==> src/rtl/calendar_time_field_editor_assert.svh <==
// ---------------------------------------------------------------------------
// Calendar time field editor assertion macros
// Shared wrappers for the concurrent checks of the editor.
// ---------------------------------------------------------------------------
`ifndef CALENDAR_TIME_FIELD_EDITOR_ASSERT_SVH
`define CALENDAR_TIME_FIELD_EDITOR_ASSERT_SVH

// The condition holds at every clock edge outside reset.
`define CTFE_ASSERT_ALWAYS(label, clk, rst_n, cond) \
    label: assert property (@(posedge clk) disable iff (!rst_n) (cond)) \
        else $error("calendar editor check failed");

// The consequent holds at the clock edge after the antecedent.
`define CTFE_ASSERT_NEXT(label, clk, rst_n, ante, cons) \
    label: assert property (@(posedge clk) disable iff (!rst_n) (ante) |=> (cons)) \
        else $error("calendar editor check failed");

`endif

==> src/rtl/ctfe_pkg.sv <==
// ---------------------------------------------------------------------------
// Calendar time field editor package
// Payload types, command and field codes, bounds and the month length table.
// ---------------------------------------------------------------------------
package ctfe_pkg;

    localparam logic [1:0] CMD_LOAD = 2'd0;
    localparam logic [1:0] CMD_NEXT = 2'd1;
    localparam logic [1:0] CMD_INC  = 2'd2;
    localparam logic [1:0] CMD_DEC  = 2'd3;

    localparam logic [2:0] FLD_YEAR    = 3'd0;
    localparam logic [2:0] FLD_MONTH   = 3'd1;
    localparam logic [2:0] FLD_DAY     = 3'd2;
    localparam logic [2:0] FLD_HOUR    = 3'd3;
    localparam logic [2:0] FLD_MINUTE  = 3'd4;
    localparam logic [2:0] FLD_SECOND  = 3'd5;
    localparam logic [2:0] FLD_WEEKDAY = 3'd6;

    localparam logic [6:0] YEAR_MAX    = 7'd99;
    localparam logic [3:0] MONTH_MAX   = 4'd12;
    localparam logic [4:0] HOUR_MAX    = 5'd23;
    localparam logic [5:0] MINUTE_MAX  = 6'd59;
    localparam logic [5:0] SECOND_MAX  = 6'd59;
    localparam logic [2:0] WEEKDAY_MAX = 3'd7;

    typedef struct packed {
        logic [1:0] command;
        logic [6:0] load_year;
        logic [3:0] load_month;
        logic [4:0] load_day;
        logic [4:0] load_hour;
        logic [5:0] load_minute;
        logic [5:0] load_second;
        logic [2:0] load_weekday;
    } ctfe_in_t;

    typedef struct packed {
        logic [6:0] year_out;
        logic [3:0] month_out;
        logic [4:0] day_out;
        logic [4:0] hour_out;
        logic [5:0] minute_out;
        logic [5:0] second_out;
        logic [2:0] weekday_out;
        logic [2:0] selected_field;
    } ctfe_out_t;

    typedef struct packed {
        logic [6:0] year;
        logic [3:0] month;
        logic [4:0] day;
        logic [4:0] hour;
        logic [5:0] minute;
        logic [5:0] second;
        logic [2:0] weekday;
        logic [2:0] select;
    } ctfe_cal_t;

    localparam ctfe_cal_t CAL_RESET = '{
        year:    7'd0,
        month:   4'd1,
        day:     5'd1,
        hour:    5'd0,
        minute:  6'd0,
        second:  6'd0,
        weekday: 3'd1,
        select:  FLD_YEAR
    };

    // Months that are not 30 or 31 days long, month zero included, get
    // the length of February.
    function automatic logic [4:0] month_length(input logic [3:0] month,
                                                input logic [6:0] year);
        logic [4:0] len;
        unique case (month) inside
            4'd1, 4'd3, 4'd5, 4'd7, 4'd8, 4'd10, 4'd12:
                len = 5'd31;
            4'd4, 4'd6, 4'd9, 4'd11:
                len = 5'd30;
            default:
                len = (year[1:0] == 2'b00) ? 5'd29 : 5'd28;
        endcase
        return len;
    endfunction

endpackage

==> src/rtl/ctfe_update.sv <==
// ---------------------------------------------------------------------------
// Calendar time field editor update logic
// Computes the next calendar state from the current state and one command.
// ---------------------------------------------------------------------------
module ctfe_update
    import ctfe_pkg::*;
(
    input  ctfe_cal_t cur,
    input  ctfe_in_t  item,
    output ctfe_cal_t nxt
);

    logic [2:0] idx;
    logic [6:0] fv;
    logic [6:0] fhi;
    logic [6:0] flo;
    logic [6:0] fstep;
    logic [4:0] mlen_cur;
    logic [4:0] mlen_new;
    logic [6:0] ld_year;
    logic [3:0] ld_month;
    logic [4:0] ld_mlen;

    assign idx      = (cur.select <= FLD_WEEKDAY) ? cur.select : FLD_YEAR;
    assign mlen_cur = month_length(cur.month, cur.year);
    assign ld_year  = (item.load_year > YEAR_MAX) ? YEAR_MAX : item.load_year;
    assign ld_month = (item.load_month > MONTH_MAX) ? MONTH_MAX : item.load_month;
    assign ld_mlen  = month_length(ld_month, ld_year);
    assign mlen_new = month_length(fstep[3:0], cur.year);

    always_comb
    begin
        fv  = 7'd0;
        fhi = 7'd0;
        flo = 7'd0;
        unique case (idx)
            FLD_YEAR:
            begin
                fv  = cur.year;
                fhi = YEAR_MAX;
            end
            FLD_MONTH:
            begin
                fv  = {3'd0, cur.month};
                fhi = {3'd0, MONTH_MAX};
                flo = 7'd1;
            end
            FLD_DAY:
            begin
                fv  = {2'd0, cur.day};
                fhi = {2'd0, mlen_cur};
                flo = 7'd1;
            end
            FLD_HOUR:
            begin
                fv  = {2'd0, cur.hour};
                fhi = {2'd0, HOUR_MAX};
            end
            FLD_MINUTE:
            begin
                fv  = {1'd0, cur.minute};
                fhi = {1'd0, MINUTE_MAX};
            end
            FLD_SECOND:
            begin
                fv  = {1'd0, cur.second};
                fhi = {1'd0, SECOND_MAX};
            end
            default:
            begin
                fv  = {4'd0, cur.weekday};
                fhi = {4'd0, WEEKDAY_MAX};
                flo = 7'd1;
            end
        endcase

        if (item.command == CMD_INC)
        begin
            fstep = (fv >= fhi) ? flo : fv + 7'd1;
        end
        else
        begin
            fstep = (fv <= flo) ? fhi : fv - 7'd1;
        end
    end

    always_comb
    begin
        nxt = cur;
        unique case (item.command)
            CMD_LOAD:
            begin
                nxt.year    = ld_year;
                nxt.month   = ld_month;
                nxt.day     = (item.load_day > ld_mlen) ? ld_mlen : item.load_day;
                nxt.hour    = (item.load_hour > HOUR_MAX) ? HOUR_MAX : item.load_hour;
                nxt.minute  = (item.load_minute > MINUTE_MAX) ? MINUTE_MAX
                                                              : item.load_minute;
                nxt.second  = (item.load_second > SECOND_MAX) ? SECOND_MAX
                                                              : item.load_second;
                nxt.weekday = item.load_weekday;
            end
            CMD_NEXT:
            begin
                nxt.select = (cur.select >= FLD_WEEKDAY) ? FLD_YEAR : cur.select + 3'd1;
            end
            default:
            begin
                unique case (idx)
                    FLD_YEAR:
                    begin
                        nxt.year = fstep;
                    end
                    FLD_MONTH:
                    begin
                        nxt.month = fstep[3:0];
                        if (cur.day > mlen_new)
                        begin
                            nxt.day = mlen_new;
                        end
                    end
                    FLD_DAY:
                    begin
                        nxt.day = fstep[4:0];
                    end
                    FLD_HOUR:
                    begin
                        nxt.hour = fstep[4:0];
                    end
                    FLD_MINUTE:
                    begin
                        nxt.minute = fstep[5:0];
                    end
                    FLD_SECOND:
                    begin
                        nxt.second = fstep[5:0];
                    end
                    default:
                    begin
                        nxt.weekday = fstep[2:0];
                    end
                endcase
            end
        endcase
    end

endmodule

==> src/rtl/calendar_time_field_editor.sv <==
// ---------------------------------------------------------------------------
// Calendar time field editor
// Holds a calendar time and a selected field, and applies one command per
// input transfer: load all fields, select the next field, or step the
// selected field up or down with wraparound.
//
// Channels: the input channel (in_valid, in_ready, in_data) carries one
// command with its load values; the output channel (out_valid, out_ready,
// out_data) returns one result per command, showing every field and the
// selected field after the command has taken effect.
// Path: a command accepted at the input is registered in the input register
// and applied when the result register can load; its result then shows there.
// Throughput: one command per cycle while out_ready is held high, set by the
// single update stage between the input register and the result register.
// Reset: the time returns to year 0, month 1, day 1, 00:00:00, weekday 1,
// with the year selected; both stages are emptied.
// Stall: while the receiver holds out_ready low, the result waits in the
// result register, one more command waits in the input register, and
// in_ready drops until the result is taken.
// ---------------------------------------------------------------------------
`include "calendar_time_field_editor_assert.svh"

module calendar_time_field_editor
    import ctfe_pkg::*;
(
    input  logic      clk,
    input  logic      rst_n,
    input  logic      in_valid,
    output logic      in_ready,
    input  ctfe_in_t  in_data,
    output logic      out_valid,
    input  logic      out_ready,
    output ctfe_out_t out_data
);

    logic      in_valid_reg;
    ctfe_in_t  in_data_reg;
    logic      out_valid_reg;
    ctfe_out_t out_data_reg;
    ctfe_cal_t cal_reg;
    ctfe_cal_t cal_next;
    logic      out_load;
    logic      advance;

    ctfe_update u_update (
        .cur  (cal_reg),
        .item (in_data_reg),
        .nxt  (cal_next)
    );

    assign out_load  = !out_valid_reg || out_ready;
    assign advance   = in_valid_reg && out_load;
    assign in_ready  = !in_valid_reg || advance;
    assign out_valid = out_valid_reg;
    assign out_data  = out_data_reg;

    always_ff @(posedge clk or negedge rst_n)
    begin
        if (!rst_n)
        begin
            in_valid_reg  <= 1'b0;
            out_valid_reg <= 1'b0;
            cal_reg       <= CAL_RESET;
        end
        else
        begin
            if (in_ready)
            begin
                in_valid_reg <= in_valid;
            end
            if (advance)
            begin
                out_valid_reg <= 1'b1;
                cal_reg       <= cal_next;
            end
            else if (out_ready)
            begin
                out_valid_reg <= 1'b0;
            end
        end
    end

    always_ff @(posedge clk)
    begin
        if (in_ready && in_valid)
        begin
            in_data_reg <= in_data;
        end
        if (advance)
        begin
            out_data_reg <= '{
                year_out:       cal_next.year,
                month_out:      cal_next.month,
                day_out:        cal_next.day,
                hour_out:       cal_next.hour,
                minute_out:     cal_next.minute,
                second_out:     cal_next.second,
                weekday_out:    cal_next.weekday,
                selected_field: cal_next.select
            };
        end
    end

    `CTFE_ASSERT_ALWAYS(a_select_range, clk, rst_n, cal_reg.select <= FLD_WEEKDAY)
    `CTFE_ASSERT_NEXT(a_advance_fills_output, clk, rst_n, advance, out_valid_reg)
    `CTFE_ASSERT_NEXT(a_result_matches_state, clk, rst_n, advance,
        out_data_reg.day_out == cal_reg.day && out_data_reg.selected_field == cal_reg.select)
    `CTFE_ASSERT_NEXT(a_stall_holds_input, clk, rst_n,
        in_valid_reg && out_valid_reg && !out_ready, in_valid_reg)

endmodule

==> config.mk <==
export PLATFORM = sky130hd
export DESIGN_NAME = calendar_time_field_editor
export DESIGN_NICKNAME = d
export VERILOG_FILES = /design/src/rtl/ctfe_pkg.sv /design/src/rtl/ctfe_update.sv /design/src/rtl/calendar_time_field_editor.sv
export VERILOG_INCLUDE_DIRS = /design/src /design/src/rtl
export SDC_FILE = /design/constraint.sdc
export NUM_CORES = 1
export LEC_CHECK = 0
export ABC_AREA = 1
export BUFFER_PORTS_ARGS = -buffer_cell sky130_fd_sc_hd__buf_2
export CORE_UTILIZATION = 63
export CTS_CLUSTER_SIZE = 12
export DETAILED_ROUTE_END_ITERATION = 12
export GPL_TIMING_DRIVEN = 0
export PLACE_DENSITY = 0.87
export SLEW_MARGIN = 15
export SYNTH_ARGS = -nofsm -noshare
export SYNTH_HDL_FRONTEND = slang
export SYNTH_SLANG_ARGS = --single-unit
==> constraint.sdc <==
create_clock -name clk -period 8.97 [get_ports clk]
set_clock_uncertainty 0.15 [all_clocks]
set_input_delay 1.3455 -clock clk [delete_from_list [all_inputs] [get_ports clk]]
set_output_delay 1.3455 -clock clk [all_outputs]
set_load 0.02 [all_outputs]
==> results <==
- The footprint of the multi-input gates is 0.002658 mm^2.
- The area share of the largest cell type after synthesis is 35.63%.
- The count of fill cells added during filler insertion is 689.
- The clock period could shrink to 5.570 ns.
- The largest fanout of any net on the critical path is 10.
- The number of nets with antenna violations after detailed routing is 0.
- Timing would allow up to 0.1795 GHz.
- The number of antenna violations at the first check in global routing is 1.
- Setup repair after global routing left no endpoint under its margin.
- The cell area that synthesis handed to floorplanning was 0.006489 mm^2.
- The count of endpoints failing hold in the final timing report is 0.
- Counting every sink on the clock net gives 118.
- The area growth from synthesis to layout is 17.82%.
- The final setup TNS is 0 ns.
- The final count of negative-setup-slack endpoints is 0.
- The H-tree depth is 4.
- The most numerous cell on the critical path is sky130_fd_sc_hd__nand2_1.
- Clock tree synthesis inserted a total of 17 buffers.
- After clock tree synthesis, the setup repair step added 0 buffers.
- The number of resized instances in the post-cts repair step is 0.
- The global route total overflow is 0.
- The die is 103.5 um wide.
- STA classifies the critical path endpoint as a flip-flop.
- The repair_antennas step left the layout with diodes totalling 0.
- Sequential elements use 51.50% of the synthesized area.
- The netlist uses 44 different library cells.
- Summing all flip-flop and latch instances after layout gives 0.003342 mm^2.
- The total number of nets in the final design is 890.
- The most used flip-flop cell after synthesis is sky130_fd_sc_hd__edfxtp_1.
- The type of the worst setup path is flip-flop to flip-flop.
- The detailed-route wire length is 19.14 mm.
- The CTS tree is done.
- Yosys printed 0 warnings.
- The setup check on the worst reg-to-reg path leaves a slack of 3.40 ns.
- For this block, the via count after detailed routing is 6079.
- The largest individual stage delay along the critical path comes from the cell sky130_fd_sc_hd__dfrtp_1.
- Entering global routing, the biggest net connects 49 pins.
- The adder-cell share of the synthesized area is 3.471%.
- Using the TritonRoute via totals, the vias-per-cell ratio works out to 6.228.
- Routability-driven placement finished with a final weighted congestion of 0.9830.
- The fraction of the cycle the final worst path needs is 62.10%.
- Synthesis produced a netlist with a net count of 789.
- The share of flip-flops with an asynchronous set or reset is 34.75%.
- The via count of the first global-routing pass came to 5882.
- The number of max-slew violations in the final report is 0.
- The clock insertion delay at the later pin of the skew report is 0.53 ns.
- The floorplan row count is 36.
- Of the total synthesized cell area, the portion taken by AND, OR, NAND and NOR gates is 20.38%.
- Synthesis inferred 118 register bits.
- At the worst endpoint, the required time is 9.29 ns.
- The startpoint kind of the worst setup timing path is a flip-flop.
- The I/O pin total is 83.
- The run finished with clean final reports.
- The first global-routing pass estimated 29.97 mm of wire.
- The detailed-router iteration count before antenna repair is 6.
- The core region is 0.009864 mm^2.
- Synthesis produced a netlist whose cell count is 729.
- The minimum setup slack in the final design is 3.400 ns.
- The initial standard-cell utilization of the core is 65.78%.
- sky130_fd_sc_hd__edfxtp_1 takes more of the synthesized area than any other cell.
- Data on the critical path arrives at its endpoint at 5.89 ns.
- The cell chosen for the clock root is sky130_fd_sc_hd__clkbuf_8.
- The vertical extent of the die is 103.5 um.
- The xor and xnor area share after synthesis is 0.4049%.
- After synthesis, the largest family of logic cells by area is simple AND/OR/NAND/NOR gates.
- Port buffering added 82 buffers.
- Yosys mapped a number of flops with a built-in enable equal to 77.
- The clock passes through at most 2 buffers.
- Sorting the synthesized cells by area gives the leading types as sky130_fd_sc_hd__edfxtp_1 36%, sky130_fd_sc_hd__dfrtp_1 15%, sky130_fd_sc_hd__nand2_1 8.6%, sky130_fd_sc_hd__o21ai_0 6.8%, sky130_fd_sc_hd__inv_1 4.7%.
- The global router's overall resource usage is 38.99%.
- The largest single stage delay on the critical path is 0.56 ns.
- The number of DRC violations after detailed routing is 0.
- The wire-length estimate of the detail-placed layout is 13.35 mm.
- Each instance of the synthesized netlist takes up on average 8.901 um^2.
- After synthesis, the share of cell area in mux cells is 0%.
- After clock tree synthesis, the clock-pin slew on the worst setup and hold paths is 0.06 ns.
- At the placement stage, the worst setup path has a slack of 3.571 ns.
- The synthesized-area fraction occupied by ao, oa, aoi and oai cells is 16.70%.
- The die outline area is 0.01071 mm^2.
- The number of hold buffers added after CTS was 0.
- The relative slew slack is 23.57%.
- The proportion of layout cells with a drive suffix above 1 is 20.64%.
- The final routed wire length divided by cell count is 19.61 um.
- The transition time at the pin with the least slew margin is 1.146 ns.
- The path type of the worst min-delay path is flip-flop to flip-flop.
- The detailed router finished its first iteration with 711 violations.
- The max capacitance violation total is 0.
## stage by stage
step / hold WS [ns] / instance area, um^2 / utilization, % / instances
floorplan: 0.3054 / 6489 / - / 729
detailed placement: 0.3225 / 7066 / 71.63 / 944
finish: 0.3330 / 7645 / 77.50 / 976
global route: 0.3544 / 7645 / 77.50 / 976
global placement: 0.3196 / 7066 / 71.63 / 944
CTS: 0.3300 / 7645 / 77.50 / 976
## cell usage in the layout (no fill, tap or decap), drive strengths merged, types with 2 or more instances in the layout
master	instances
nand2	164
nor4	2
ha	18
clkinvlp	3
a21oi	47
o221ai	8
nand3	50
nand4	17
edfxtp	77
o21ai	93
clkbuf	35
bufinv	3
clkinv	8
nor2	44
o211ai	27
xor2	3
nand3b	2
o311ai	2
dfstp	3
dfrtp	38
inv	97
buf	92
## cells in the mapped netlist (5+ instances only)
| cell | count |
|---|---|
| sky130_fd_sc_hd__a21oi_1 | 43 |
| sky130_fd_sc_hd__clkbuf_1 | 16 |
| sky130_fd_sc_hd__dfrtp_1 | 38 |
| sky130_fd_sc_hd__edfxtp_1 | 77 |
| sky130_fd_sc_hd__ha_1 | 18 |
| sky130_fd_sc_hd__inv_1 | 82 |
| sky130_fd_sc_hd__inv_2 | 14 |
| sky130_fd_sc_hd__nand2_1 | 148 |
| sky130_fd_sc_hd__nand2_2 | 11 |
| sky130_fd_sc_hd__nand2_4 | 5 |
| sky130_fd_sc_hd__nand3_1 | 44 |
| sky130_fd_sc_hd__nand3_2 | 6 |
| sky130_fd_sc_hd__nand4_1 | 16 |
| sky130_fd_sc_hd__nor2_1 | 37 |
| sky130_fd_sc_hd__nor2_2 | 5 |
| sky130_fd_sc_hd__o211ai_1 | 27 |
| sky130_fd_sc_hd__o21ai_0 | 88 |
| sky130_fd_sc_hd__o221ai_1 | 8 |
## logic make-up after synthesis
logic type,after synthesis
buffers and inverters,124
adders and majority gates,18
AOI/OAI and AO/OA,184
xor gates and xnor gates,3
DFF,118
and+or+nand+nor,282
## final cells by class
cell class | count | area share [%]
Sequential cell | 118 | 43.72
Timing Repair Buffer | 82 | 5.368
Buffer | 26 | 1.588
Clock inverter | 13 | 2.062
Clock buffer | 19 | 5.516
Tap cell | 133 | 2.177
Inverter | 98 | 4.812
Multi-Input combinational cell | 487 | 34.76
## routing by layer
layer  vias up  part of all wire (%)  track usage, %
li1       2720                     -               -
met4         0                   5.3           21.99
met3       113                    11           10.75
met1      2792                    39           49.55
met5         -                     0               0
met2       454                    46           60.52
## path summary, 6_finish.rpt
kind / from / end / cells after the start
min: cal_reg[23] / cal_reg[23] / 2
max: cal_reg[2] / cal_reg[23] / 33
min reg2reg: cal_reg[23] / cal_reg[23] / 2
min in group asynchronous: rst_n / cal_reg[37] / 1
max in group asynchronous: rst_n / cal_reg[17] / 1
max reg2reg: cal_reg[2] / cal_reg[23] / 33
## worst max-delay path, delay by kind of cell, from the launching register on
family | cells | cell delay (ns)
fa+ha+maj | 3 | 1.01
buf+inv | 6 | 0.69
simple gates | 20 | 2.36
compound gates | 4 | 0.73
flops | 1 | 0.56
Power is not shown: default switching activity piles up to over one toggle a cycle in this logic, so the estimate is an artifact.
